### config.mk
export PLATFORM = sky130hd
export DESIGN_NAME = midi_to_fm_voice_allocator
export DESIGN_NICKNAME = d
export VERILOG_FILES = /design/src/sv/mfva_pkg.sv /design/src/sv/midi_to_fm_voice_allocator.sv /design/src/sv/mfva_voice_mem.sv
export SDC_FILE = /design/constraint.sdc
export NUM_CORES = 2
export LEC_CHECK = 0
export BUFFER_PORTS_ARGS = -buffer_cell sky130_fd_sc_hd__buf_4
export CAP_MARGIN = 20
export CORE_ASPECT_RATIO = 1.4
export CORE_MARGIN = 3
export CORE_UTILIZATION = 35
export CTS_CLUSTER_DIAMETER = 50
export DETAILED_ROUTE_END_ITERATION = 10
export PLACE_DENSITY = 0.51
export SYNTH_ARGS = -nofsm -noshare
export SYNTH_HDL_FRONTEND = slang
export SYNTH_SLANG_ARGS = --single-unit
### constraint.sdc
create_clock -name clock -period 4.8 [get_ports clock]
set_clock_uncertainty 0.15 [all_clocks]
set_input_delay 0.72 -clock clock [delete_from_list [all_inputs] [get_ports clock]]
set_output_delay 0.72 -clock clock [all_outputs]
set_load 0.02 [all_outputs]
### src/sv/mfva_pkg.sv
`timescale 1ns / 1ps
`default_nettype none

package mfva_pkg;

   // Field widths that the event and result formats fix.
   localparam int unsigned CHAN_W       = 4;
   localparam int unsigned NOTE_W       = 7;
   localparam int unsigned VOICE_W      = 5;
   localparam int unsigned NUM_CHANNELS = 16;

   // Event codes carried in the request tuser.
   typedef enum logic [2:0] {
      FUNC_NOTE_OFF = 3'd0,
      FUNC_NOTE_ON  = 3'd1,
      FUNC_PROGRAM  = 3'd2,
      FUNC_BANK     = 3'd3,
      FUNC_TIMBRE   = 3'd4
   } func_type;

   // Result kinds carried in the response tuser.
   localparam logic KIND_WRITE = 1'b0;
   localparam logic KIND_PATCH = 1'b1;

   // Synth register map.
   localparam logic [8:0] REG_FNUM_LO     = 9'h0a0;
   localparam logic [8:0] REG_KEY_BLOCK   = 9'h0b0;
   localparam logic [8:0] HIGH_BANK_BASE  = 9'h100;
   localparam logic [8:0] VOICES_PER_BANK = 9'd9;
   localparam logic [7:0] KEY_ON_BIT      = 8'h20;

   // Highest note whose pitch the synth reaches within 10 Hz.
   localparam logic [7:0] NOTE_TOP = 8'd114;

   // Controller states.
   typedef enum logic [3:0] {
      ST_IDLE,
      ST_DECODE,
      ST_PROG,
      ST_SCAN,
      ST_FLUSH,
      ST_EMIT_PATCH,
      ST_EMIT_FLO,
      ST_EMIT_KEYON,
      ST_EMIT_KEYOFF
   } state_type;

   // Access to the voice memory.
   typedef struct packed {
      logic               rd_en;
      logic [VOICE_W-1:0] rd_addr;
      logic               wr_en;
      logic [VOICE_W-1:0] wr_addr;
      logic               wr_busy;
      logic [CHAN_W-1:0]  wr_chan;
      logic [NOTE_W-1:0]  wr_note;
   } voice_req_type;

   // Registered read data of the voice memory.
   typedef struct packed {
      logic              busy;
      logic [CHAN_W-1:0] chan;
      logic [NOTE_W-1:0] note;
   } voice_rsp_type;

   typedef logic [7:0] chan_table_type [NUM_CHANNELS];

   localparam chan_table_type CHAN_BANK_INIT = '{
      8'd0, 8'd0, 8'd0, 8'd0, 8'd0, 8'd0, 8'd0, 8'd0,
      8'd0, 8'd127, 8'd0, 8'd0, 8'd0, 8'd0, 8'd0, 8'd0
   };

   localparam chan_table_type CHAN_PATCH_INIT = '{
      8'd0, 8'd68, 8'd48, 8'd95, 8'd78, 8'd41, 8'd3, 8'd110,
      8'd122, 8'd36, 8'd0, 8'd0, 8'd0, 8'd0, 8'd0, 8'd0
   };

   typedef logic [12:0] note_rom_type [128];

   // Block (upper three bits) and F-number (lower ten bits) per note, tuned for a
   // 49716 Hz synth sample rate. Notes above NOTE_TOP hold zero and are never used.
   localparam note_rom_type NOTE_FREQ_ROM = '{
      {3'd0, 10'd172}, {3'd0, 10'd183}, {3'd0, 10'd194}, {3'd0, 10'd205}, {3'd0, 10'd217},
      {3'd0, 10'd230}, {3'd0, 10'd244}, {3'd0, 10'd258}, {3'd0, 10'd274},
      {3'd0, 10'd290}, {3'd0, 10'd307}, {3'd0, 10'd326}, {3'd0, 10'd345}, {3'd0, 10'd365},
      {3'd0, 10'd387}, {3'd0, 10'd410}, {3'd0, 10'd435}, {3'd0, 10'd460}, {3'd0, 10'd488},
      {3'd0, 10'd517}, {3'd0, 10'd547},
      {3'd0, 10'd580}, {3'd0, 10'd615}, {3'd0, 10'd651}, {3'd0, 10'd690}, {3'd0, 10'd731},
      {3'd0, 10'd774}, {3'd0, 10'd820}, {3'd0, 10'd869}, {3'd0, 10'd921}, {3'd0, 10'd975},
      {3'd1, 10'd517}, {3'd1, 10'd547},
      {3'd1, 10'd580}, {3'd1, 10'd615}, {3'd1, 10'd651}, {3'd1, 10'd690}, {3'd1, 10'd731},
      {3'd1, 10'd774}, {3'd1, 10'd820}, {3'd1, 10'd869}, {3'd1, 10'd921}, {3'd1, 10'd975},
      {3'd2, 10'd517}, {3'd2, 10'd547},
      {3'd2, 10'd580}, {3'd2, 10'd615}, {3'd2, 10'd651}, {3'd2, 10'd690}, {3'd2, 10'd731},
      {3'd2, 10'd774}, {3'd2, 10'd820}, {3'd2, 10'd869}, {3'd2, 10'd921}, {3'd2, 10'd975},
      {3'd3, 10'd517}, {3'd3, 10'd547},
      {3'd3, 10'd580}, {3'd3, 10'd615}, {3'd3, 10'd651}, {3'd3, 10'd690}, {3'd3, 10'd731},
      {3'd3, 10'd774}, {3'd3, 10'd820}, {3'd3, 10'd869}, {3'd3, 10'd921}, {3'd3, 10'd975},
      {3'd4, 10'd517}, {3'd4, 10'd547},
      {3'd4, 10'd580}, {3'd4, 10'd615}, {3'd4, 10'd651}, {3'd4, 10'd690}, {3'd4, 10'd731},
      {3'd4, 10'd774}, {3'd4, 10'd820}, {3'd4, 10'd869}, {3'd4, 10'd921}, {3'd4, 10'd975},
      {3'd5, 10'd517}, {3'd5, 10'd547},
      {3'd5, 10'd580}, {3'd5, 10'd615}, {3'd5, 10'd651}, {3'd5, 10'd690}, {3'd5, 10'd731},
      {3'd5, 10'd774}, {3'd5, 10'd820}, {3'd5, 10'd869}, {3'd5, 10'd921}, {3'd5, 10'd975},
      {3'd6, 10'd517}, {3'd6, 10'd547},
      {3'd6, 10'd580}, {3'd6, 10'd615}, {3'd6, 10'd651}, {3'd6, 10'd690}, {3'd6, 10'd731},
      {3'd6, 10'd774}, {3'd6, 10'd820}, {3'd6, 10'd869}, {3'd6, 10'd921}, {3'd6, 10'd975},
      {3'd7, 10'd517}, {3'd7, 10'd547},
      {3'd7, 10'd580}, {3'd7, 10'd615}, {3'd7, 10'd651}, {3'd7, 10'd690}, {3'd7, 10'd731},
      {3'd7, 10'd774}, {3'd7, 10'd820}, {3'd7, 10'd869}, {3'd7, 10'd921}, {3'd7, 10'd975},
      13'd0, 13'd0, 13'd0, 13'd0, 13'd0, 13'd0, 13'd0, 13'd0,
      13'd0, 13'd0, 13'd0, 13'd0, 13'd0
   };

   // Register address of a voice: voices above the first nine live in the upper bank.
   function automatic logic [8:0] voice_reg_addr(input logic [VOICE_W-1:0] v,
                                                 input logic [8:0] base);
      logic [8:0] off;
      if (9'(v) < VOICES_PER_BANK) begin
         off = 9'(v);
      end else begin
         off = HIGH_BANK_BASE + 9'(v) - VOICES_PER_BANK;
      end
      return off + base;
   endfunction

endpackage

`default_nettype wire

### src/sv/midi_to_fm_voice_allocator.sv
// An event is taken in ST_IDLE and decoded in ST_DECODE; a program change adds a timbre read.
// Note and patch events then walk the voice memory one entry a cycle, but a patch scan waits
// while a held result finds the output full. A note-on that claims a voice ends with three results.
// The single read port of the voice memory sets the scan rate; results wait in an output register.
// Synchronous reset frees all voices, loads the default channel banks and patches and marks
// every timbre map entry as zero; there is no clearing pass.
`timescale 1ns / 1ps
`default_nettype none

module midi_to_fm_voice_allocator
   import mfva_pkg::*;
#(
   parameter int unsigned NUM_VOICES = 18
) (
   input  wire logic        clock,
   input  wire logic        reset,
   input  wire logic        req_tvalid,
   output logic             req_tready,
   input  wire logic [23:0] req_tdata,   // channel, note_or_program, bank_value
   input  wire logic [2:0]  req_tuser,   // func
   output logic             rsp_tvalid,
   input  wire logic        rsp_tready,
   output logic [39:0]      rsp_tdata,   // reg_addr, reg_data, voice, bank, patch
   output logic             rsp_tuser,   // kind
   output logic             rsp_tlast
);

   localparam int unsigned VIDX_W = (NUM_VOICES > 1) ? $clog2(NUM_VOICES) : 1;
   localparam logic [VIDX_W-1:0] LAST_VOICE = VIDX_W'(NUM_VOICES - 1);

   state_type         state_ff, state_in;
   func_type          func_ff;
   logic [CHAN_W-1:0] chan_ff;
   logic [7:0]        nop_ff;
   logic [7:0]        bv_ff;

   logic [VIDX_W-1:0] scan_idx_ff, scan_idx_in;
   logic              pend_valid_ff, pend_valid_in;
   logic [VIDX_W-1:0] pend_idx_ff, pend_idx_in;

   logic              rsp_valid_ff;
   logic              rsp_kind_ff;
   logic [8:0]        rsp_addr_ff;
   logic [7:0]        rsp_data_ff;
   logic [VOICE_W-1:0] rsp_voice_ff;
   logic [7:0]        rsp_bank_ff;
   logic [7:0]        rsp_patch_ff;
   logic              rsp_last_ff;

   chan_table_type    chan_bank_ff;
   chan_table_type    chan_patch_ff;

   logic [7:0]        timbre_mem [256];
   logic [255:0]      timbre_vld_ff;
   logic [7:0]        timbre_q_ff;
   logic              timbre_q_vld_ff;
   logic [7:0]        timbre_val;

   voice_req_type     vreq;
   voice_rsp_type     vrsp;

   logic              push;
   logic              push_kind;
   logic [8:0]        push_addr;
   logic [7:0]        push_data;
   logic [VOICE_W-1:0] push_voice;
   logic [7:0]        push_bank;
   logic [7:0]        push_patch;
   logic              push_last;

   logic              timbre_rd_en;
   logic              timbre_wr_en;
   logic              bank_wr_en;
   logic [7:0]        bank_wr_val;
   logic              patch_wr_en;

   logic              req_accept;
   logic              out_free;
   logic              note_ok;
   logic [12:0]       rom_word;
   logic [2:0]        blk;
   logic [9:0]        fnum;
   logic              is_last;
   logic              chan_match;
   logic              match;
   logic              scan_go;
   logic [7:0]        cur_bank;
   logic [7:0]        cur_patch;
   logic [VOICE_W-1:0] scan_voice;

   mfva_voice_mem #(
      .NUM_VOICES(NUM_VOICES)
   ) u_voice_mem (
      .clock(clock),
      .reset(reset),
      .vreq (vreq),
      .vrsp (vrsp)
   );

   // Handshake and shared decode.
   assign req_tready = (state_ff == ST_IDLE);
   assign req_accept = req_tvalid && req_tready;
   assign out_free   = !rsp_valid_ff || rsp_tready;
   assign note_ok    = (nop_ff <= NOTE_TOP);
   assign rom_word   = NOTE_FREQ_ROM[nop_ff[6:0]];
   assign blk        = rom_word[12:10];
   assign fnum       = rom_word[9:0];
   assign cur_bank   = chan_bank_ff[chan_ff];
   assign cur_patch  = chan_patch_ff[chan_ff];
   assign timbre_val = timbre_q_vld_ff ? timbre_q_ff : 8'd0;
   assign scan_voice = VOICE_W'(scan_idx_ff);

   // Test of the voice entry most recently read, the one at scan_idx_ff.
   assign is_last    = (scan_idx_ff == LAST_VOICE);
   assign chan_match = vrsp.busy && (vrsp.chan == chan_ff);

   always_comb begin
      case (func_ff)
         FUNC_NOTE_ON:  match = !vrsp.busy;
         FUNC_NOTE_OFF: match = chan_match && (vrsp.note == nop_ff[6:0]);
         default:       match = chan_match;
      endcase
   end

   // A re-request scan waits only when a held request must go out and the output is full.
   assign scan_go = !(match && pend_valid_ff) || out_free;

   // Next state.
   always_comb begin
      state_in = state_ff;
      case (state_ff)
         ST_IDLE: begin
            if (req_accept) state_in = ST_DECODE;
         end
         ST_DECODE: begin
            case (func_ff)
               FUNC_NOTE_OFF, FUNC_NOTE_ON: state_in = note_ok ? ST_SCAN : ST_IDLE;
               FUNC_PROGRAM:                state_in = ST_PROG;
               FUNC_BANK:                   state_in = ST_SCAN;
               default:                     state_in = ST_IDLE;
            endcase
         end
         ST_PROG: begin
            state_in = ST_SCAN;
         end
         ST_SCAN: begin
            if (func_ff inside {FUNC_NOTE_OFF, FUNC_NOTE_ON}) begin
               if (match) begin
                  state_in = (func_ff == FUNC_NOTE_ON) ? ST_EMIT_PATCH : ST_EMIT_KEYOFF;
               end else if (is_last) begin
                  state_in = ST_IDLE;
               end
            end else if (scan_go && is_last) begin
               state_in = ST_FLUSH;
            end
         end
         ST_FLUSH: begin
            if (!pend_valid_ff || out_free) state_in = ST_IDLE;
         end
         ST_EMIT_PATCH: begin
            if (out_free) state_in = ST_EMIT_FLO;
         end
         ST_EMIT_FLO: begin
            if (out_free) state_in = ST_EMIT_KEYON;
         end
         ST_EMIT_KEYON, ST_EMIT_KEYOFF: begin
            if (out_free) state_in = ST_IDLE;
         end
         default: state_in = ST_IDLE;
      endcase
   end

   // Control outputs: memory accesses, table writes and results.
   always_comb begin
      vreq          = '0;
      timbre_rd_en  = 1'b0;
      timbre_wr_en  = 1'b0;
      bank_wr_en    = 1'b0;
      bank_wr_val   = bv_ff;
      patch_wr_en   = 1'b0;
      scan_idx_in   = scan_idx_ff;
      pend_valid_in = pend_valid_ff;
      pend_idx_in   = pend_idx_ff;
      push          = 1'b0;
      push_kind     = KIND_WRITE;
      push_addr     = 9'd0;
      push_data     = 8'd0;
      push_voice    = scan_voice;
      push_bank     = 8'd0;
      push_patch    = 8'd0;
      push_last     = 1'b0;
      case (state_ff)
         ST_DECODE: begin
            case (func_ff)
               FUNC_NOTE_OFF, FUNC_NOTE_ON: begin
                  vreq.rd_en    = note_ok;
                  scan_idx_in   = '0;
                  pend_valid_in = 1'b0;
               end
               FUNC_PROGRAM: begin
                  timbre_rd_en = 1'b1;
               end
               FUNC_BANK: begin
                  bank_wr_en    = 1'b1;
                  vreq.rd_en    = 1'b1;
                  scan_idx_in   = '0;
                  pend_valid_in = 1'b0;
               end
               FUNC_TIMBRE: begin
                  timbre_wr_en = 1'b1;
               end
               default: ;
            endcase
         end
         ST_PROG: begin
            patch_wr_en   = 1'b1;
            bank_wr_en    = 1'b1;
            bank_wr_val   = timbre_val;
            vreq.rd_en    = 1'b1;
            scan_idx_in   = '0;
            pend_valid_in = 1'b0;
         end
         ST_SCAN: begin
            if (func_ff inside {FUNC_NOTE_OFF, FUNC_NOTE_ON}) begin
               if (match) begin
                  // Claim or release the voice; a released voice also forgets its note.
                  vreq.wr_en   = 1'b1;
                  vreq.wr_addr = scan_voice;
                  vreq.wr_busy = (func_ff == FUNC_NOTE_ON);
                  vreq.wr_chan = (func_ff == FUNC_NOTE_ON) ? chan_ff : '0;
                  vreq.wr_note = (func_ff == FUNC_NOTE_ON) ? nop_ff[6:0] : '0;
               end else if (!is_last) begin
                  vreq.rd_en  = 1'b1;
                  scan_idx_in = scan_idx_ff + VIDX_W'(1);
               end
            end else if (scan_go) begin
               // Hold each match until the next one shows whether it ends the event.
               if (match) begin
                  push          = pend_valid_ff;
                  push_kind     = KIND_PATCH;
                  push_voice    = VOICE_W'(pend_idx_ff);
                  push_bank     = cur_bank;
                  push_patch    = cur_patch;
                  pend_valid_in = 1'b1;
                  pend_idx_in   = scan_idx_ff;
               end
               if (!is_last) begin
                  vreq.rd_en  = 1'b1;
                  scan_idx_in = scan_idx_ff + VIDX_W'(1);
               end
            end
            vreq.rd_addr = VOICE_W'(scan_idx_in);
         end
         ST_FLUSH: begin
            // The held request stays until the output register takes it.
            push          = pend_valid_ff && out_free;
            push_kind     = KIND_PATCH;
            push_voice    = VOICE_W'(pend_idx_ff);
            push_bank     = cur_bank;
            push_patch    = cur_patch;
            push_last     = 1'b1;
            if (out_free) pend_valid_in = 1'b0;
         end
         ST_EMIT_PATCH: begin
            push       = out_free;
            push_kind  = KIND_PATCH;
            push_bank  = cur_bank;
            push_patch = cur_patch;
         end
         ST_EMIT_FLO: begin
            push      = out_free;
            push_addr = voice_reg_addr(scan_voice, REG_FNUM_LO);
            push_data = fnum[7:0];
         end
         ST_EMIT_KEYON: begin
            push      = out_free;
            push_addr = voice_reg_addr(scan_voice, REG_KEY_BLOCK);
            push_data = KEY_ON_BIT | {3'b000, blk, fnum[9:8]};
            push_last = 1'b1;
         end
         ST_EMIT_KEYOFF: begin
            push      = out_free;
            push_addr = voice_reg_addr(scan_voice, REG_KEY_BLOCK);
            push_data = {3'b000, blk, fnum[9:8]};
            push_last = 1'b1;
         end
         default: ;
      endcase
   end

   // Control registers.
   always_ff @(posedge clock) begin
      if (reset) begin
         state_ff      <= ST_IDLE;
         pend_valid_ff <= 1'b0;
         rsp_valid_ff  <= 1'b0;
      end else begin
         state_ff      <= state_in;
         pend_valid_ff <= pend_valid_in;
         if (push) begin
            rsp_valid_ff <= 1'b1;
         end else if (rsp_tready) begin
            rsp_valid_ff <= 1'b0;
         end
      end
   end

   // Event fields, scan position and the output register.
   always_ff @(posedge clock) begin
      if (req_accept) begin
         func_ff <= func_type'(req_tuser);
         chan_ff <= req_tdata[3:0];
         nop_ff  <= req_tdata[11:4];
         bv_ff   <= req_tdata[19:12];
      end
      scan_idx_ff <= scan_idx_in;
      pend_idx_ff <= pend_idx_in;
      if (push) begin
         rsp_kind_ff  <= push_kind;
         rsp_addr_ff  <= push_addr;
         rsp_data_ff  <= push_data;
         rsp_voice_ff <= push_voice;
         rsp_bank_ff  <= push_bank;
         rsp_patch_ff <= push_patch;
         rsp_last_ff  <= push_last;
      end
   end

   // Per-channel bank and patch.
   always_ff @(posedge clock) begin
      if (reset) begin
         chan_bank_ff  <= CHAN_BANK_INIT;
         chan_patch_ff <= CHAN_PATCH_INIT;
      end else begin
         if (bank_wr_en) chan_bank_ff[chan_ff] <= bank_wr_val;
         if (patch_wr_en) chan_patch_ff[chan_ff] <= nop_ff;
      end
   end

   // Timbre map memory; an entry never written reads as zero.
   always_ff @(posedge clock) begin
      if (timbre_wr_en) timbre_mem[nop_ff] <= bv_ff;
      if (timbre_rd_en) timbre_q_ff <= timbre_mem[nop_ff];
   end

   always_ff @(posedge clock) begin
      if (reset) begin
         timbre_vld_ff   <= '0;
         timbre_q_vld_ff <= 1'b0;
      end else begin
         if (timbre_wr_en) timbre_vld_ff[nop_ff] <= 1'b1;
         if (timbre_rd_en) timbre_q_vld_ff <= timbre_vld_ff[nop_ff];
      end
   end

   // Result channel.
   assign rsp_tvalid = rsp_valid_ff;
   assign rsp_tuser  = rsp_kind_ff;
   assign rsp_tlast  = rsp_last_ff;
   assign rsp_tdata  = {2'b00, rsp_patch_ff, rsp_bank_ff, rsp_voice_ff, rsp_data_ff,
                        rsp_addr_ff};

   // The scan never runs past the last voice.
   assert property (@(posedge clock) disable iff (reset)
      (state_ff == ST_SCAN) |-> (scan_idx_ff <= LAST_VOICE))
      else $error("voice scan index out of range");

   // Voice entries change only at the voice that a note event selects.
   assert property (@(posedge clock) disable iff (reset)
      vreq.wr_en |-> ((state_ff == ST_SCAN) && match && (vreq.wr_addr == scan_voice)))
      else $error("unexpected voice memory write");

   // A result is never loaded over one that has not been taken.
   assert property (@(posedge clock) disable iff (reset)
      push |-> out_free)
      else $error("result overwritten in output register");

   // The final result of an event returns the controller to idle.
   assert property (@(posedge clock) disable iff (reset)
      (push && push_last) |=> (state_ff == ST_IDLE))
      else $error("controller busy after final result");

   // No held patch request survives into the next event.
   assert property (@(posedge clock) disable iff (reset)
      req_accept |-> !pend_valid_ff)
      else $error("held patch request lost at new event");

endmodule

`default_nettype wire

### src/sv/mfva_voice_mem.sv
`timescale 1ns / 1ps
`default_nettype none

module mfva_voice_mem
   import mfva_pkg::*;
#(
   parameter int unsigned NUM_VOICES = 18
) (
   input  wire logic          clock,
   input  wire logic          reset,
   input  wire voice_req_type vreq,
   output voice_rsp_type      vrsp
);

   localparam int unsigned VIDX_W = (NUM_VOICES > 1) ? $clog2(NUM_VOICES) : 1;

   typedef struct packed {
      logic [CHAN_W-1:0] chan;
      logic [NOTE_W-1:0] note;
   } voice_entry_type;

   voice_entry_type       mem [NUM_VOICES];
   logic [NUM_VOICES-1:0] busy_ff;
   voice_rsp_type         rsp_ff;
   logic [VIDX_W-1:0]     rd_idx;
   logic [VIDX_W-1:0]     wr_idx;

   assign rd_idx = vreq.rd_addr[VIDX_W-1:0];
   assign wr_idx = vreq.wr_addr[VIDX_W-1:0];
   assign vrsp   = rsp_ff;

   // Channel and note of each voice, one write and one registered read a cycle.
   always_ff @(posedge clock) begin
      if (vreq.wr_en) begin
         mem[wr_idx] <= '{chan: vreq.wr_chan, note: vreq.wr_note};
      end
      if (vreq.rd_en) begin
         rsp_ff.busy <= busy_ff[rd_idx];
         rsp_ff.chan <= mem[rd_idx].chan;
         rsp_ff.note <= mem[rd_idx].note;
      end
   end

   // Busy flags; reset frees every voice at once.
   always_ff @(posedge clock) begin
      if (reset) begin
         busy_ff <= '0;
      end else if (vreq.wr_en) begin
         busy_ff[wr_idx] <= vreq.wr_busy;
      end
   end

endmodule

`default_nettype wire

==> results.cfg <==
[status]
outcome = completed

[clock_network]
clk_latency_ns = 0.84
numCtsBuffers = 283
post-cts-setup-buffer-count = 0
cts.clk_slew.worst_paths_ns = 0.06
clock-sinks = 2876
clock-root-buffer = clkbuf_16
cts-htree-levels = 5
clk_path_buf_depth = 4
cts_tree = built
cts.repair.resized = 0

[yosys]
yosysMostFrequentCell = edfxtp_1
ys_types = 63
netlist_instances = 6537
seq_area_frac_synth = 0.715
synth_compound_area_frac = 0.0315
yosys_warnings = 0
synth_area_leaders = edfxtp_1 (62%), mux4_2 (16%), dfxtp_1 (9.5%), nor2_1 (3.6%), nand2_1 (1.3%)
synth_xor_area_frac = 0.00116
syn_area_per_cell_um2 = 17.3
ys_top_cells_by_count = edfxtp_1 (2,339), nor2_1 (1,083), mux4_2 (825)
synth_fa_ha_area_frac = 0.00133
synth-edff-count = 2339
synth_ff_type = edfxtp_1
yosysTopAreaCellShare = 0.620
syn_area_mm2 = 0.113
yosys.area_share.simple = 0.0615
async_reset_ff_frac = 0
ys_ff_latch = 2876
synth_top_family_by_area = multiplexers
synth_top_area_cell = edfxtp_1
synthMuxAreaShare = 0.173

[worst_setup_path]
critPathLaunchType = register
cp_top_family = simple AND/OR/NAND/NOR gates
crit_chain = nor2_1 -> nor4_1 -> nor3_2 -> mux2_2 -> inv_2 -> buf_4 -> mux2i_1 -> nor3_1 -> o31ai_1 -> a21oi_1
end_kind = register
crit_type = reg2reg
slowest_stage = nor2_1
regToRegEndpoint = u_voice_mem.vrsp[11]
critPathArrivalTime_ns = 4.56
slowest_delay_ns = 0.53
critPathMaxFanout = 20
rr_worst_depth = 10
r2r_start = func_ff[1]
timing.critical_path.buf_inv = 2
r2r_slack_ns = 0.65
worstPathRequired_ns = 5.22

[cells_and_area]
drive_above_1_share = 0.250
final_util = 0.407
final_cell_area_mm2 = 0.131
nets = 6992
area_growth_pct = 15.4
stdcell_count = 11400

[sta]
tns_ns = 0
setup_viol = 0
hold_viol = 0
fmax_mhz = 241
worst_pin_slew_ns = 1.42
relSlewSlack = 0.0564
rsz0062_at_grt = false
drv_slew = 0
post-route-min-period_ns = 4.15
period_share = 0.864

[hold_path]
hold_depth = 2
min_from = reset
hold_class = in2reg
min_to = chan_patch_ff[68]

[drt]
num_vias = 60700
route.antenna.remaining_nets = 0
wl_per_cell_um = 27.0
drc = 0
totalWireLength_um = 307000
vias_per_cell = 5.33
drtIter0Drc = 5545
first_pass_iters = 6

[power_and_ir_drop]
vdd.ir_drop.worst_uv = 443
leakage_nw = 41.5
p_per_area_mw_per_mm2 = 479

[global_route]
antenna_found_initial = 24
overflow = 0
track_usage = 0.184
grt_pass1_wl_um = 446000
grt_max_degree = 248
first_global_vias = 62100

[placement]
dp_cells = 10900
portBuffers = 68
gp_congestion = 0.825
hpwlAfterDp_um = 192000
place_area_mm2 = 0.121

[die]
rows = 246
initial_core_util = 0.352
ios = 75
dieArea_mm2 = 0.330
die_h_um = 679
die_w_um = 487
core-area_mm2 = 0.321

[job]
cap_violations = 0
-- area by class of cell --
type | instances | area, um^2
repair buffers | 543 | 4730
fillers | 28800 | 191000
flip-flops and latches | 2876 | 81000
multi-input cells | 3222 | 30600
diodes | 10 | 25.0
clock inverters | 100 | 1040
inverters | 23 | 87.6
well taps | 4216 | 5280
clock buffers | 403 | 7940
-- metal layers --
| layer | vias to the layer above | GRT usage | share of wire |
|---|---|---|---|
| li1 | 26400 | - | - |
| met1 | 31900 | 0.231 | 0.39 |
| met2 | 1900 | 0.327 | 0.52 |
| met3 | 426 | 0.0252 | 0.056 |
| met4 | 6 | 0.0596 | 0.034 |
| met5 | - | 0 | 0.00011 |
-- metrics by stage --
stage / worst slack [ns] / total power, mW / hold slack, ns
after floorplan: 0.100 / 36.5 / 0.279
after global placement: 0.431 / 41.4 / 0.285
after detailed placement: 0.504 / 41.5 / 0.292
after CTS: 0.560 / 63.5 / 0.109
after global routing: 0.396 / 64.8 / 0.161
final: 0.654 / 62.6 / 0.147
-- cell usage in the layout (no fill, tap or decap), types with 16 or more instances in the layout --
cell and count:
a211o_1 17, a211oi_1 93, a21oi_1 204, a221oi_1 17, a22o_1 17, a31oi_1 17
a32oi_1 21, and3_1 22, buf_12 47, buf_4 471, bufinv_16 17, clkbuf_1 88
clkbuf_16 291, clkbuf_8 24, clkinv_1 31, clkinv_2 33, dfxtp_1 537, dlygate4sd3_1 24
edfxtp_1 2339, inv_1 19, mux2i_1 92, mux4_2 825, nand2_1 369, nand2_2 16
nand3_1 67, nand3b_1 18, nor2_1 1079, nor2b_1 44, nor3_1 33, o211ai_1 18
o21ai_0 65, o22ai_1 23
-- power by group --
| part | total, mW | internal (mW) | switching, mW |
|---|---|---|---|
| sequential | 28.7 | 28.3 | 0.337 |
| clock | 21.9 | 12.5 | 9.36 |
| combinational | 12.1 | 4.49 | 7.58 |
-- flip-flops by register name, summed over array words and instances (netlist names), 9 cells and up --
signal               flops
timbre_mem            2048
timbre_vld_ff          256
u_voice_mem.mem        198
chan_bank_ff           128
chan_patch_ff          128
u_voice_mem.busy_ff     18
u_voice_mem.vrsp        12
rsp_addr_ff              9
-- cell families after synthesis --
group / after synthesis
buffers and inverters: 440
xor gates and xnor gates: 15
DFF: 2876
other: 1
AOI/OAI and AO/OA: 551
adders and majority gates: 12
and+or+nand+nor: 1717
muxes: 925
-- how the worst max path moves through the flow --
stage / start / endpoint / slack [ns] / cells after the start
after floorplan: bv_ff[7] / chan_bank_ff[103] / 0.10 / 3
after global placement: rsp_tready / u_voice_mem.vrsp[11] / 0.43 / 12
after detailed placement: rsp_tready / u_voice_mem.vrsp[11] / 0.50 / 12
after CTS: nop_ff[2] / timbre_q_vld_ff / 0.56 / 10
after global routing: func_ff[1] / u_voice_mem.vrsp[11] / 0.40 / 10
final: func_ff[1] / u_voice_mem.vrsp[11] / 0.65 / 10
-- repair_timing --
item,in CTS,in global routing
endpoints found under the hold margin,24,0
hold buffers,24,0
setup endpoints to repair,0,0
(Power assumes the default switching activity.)
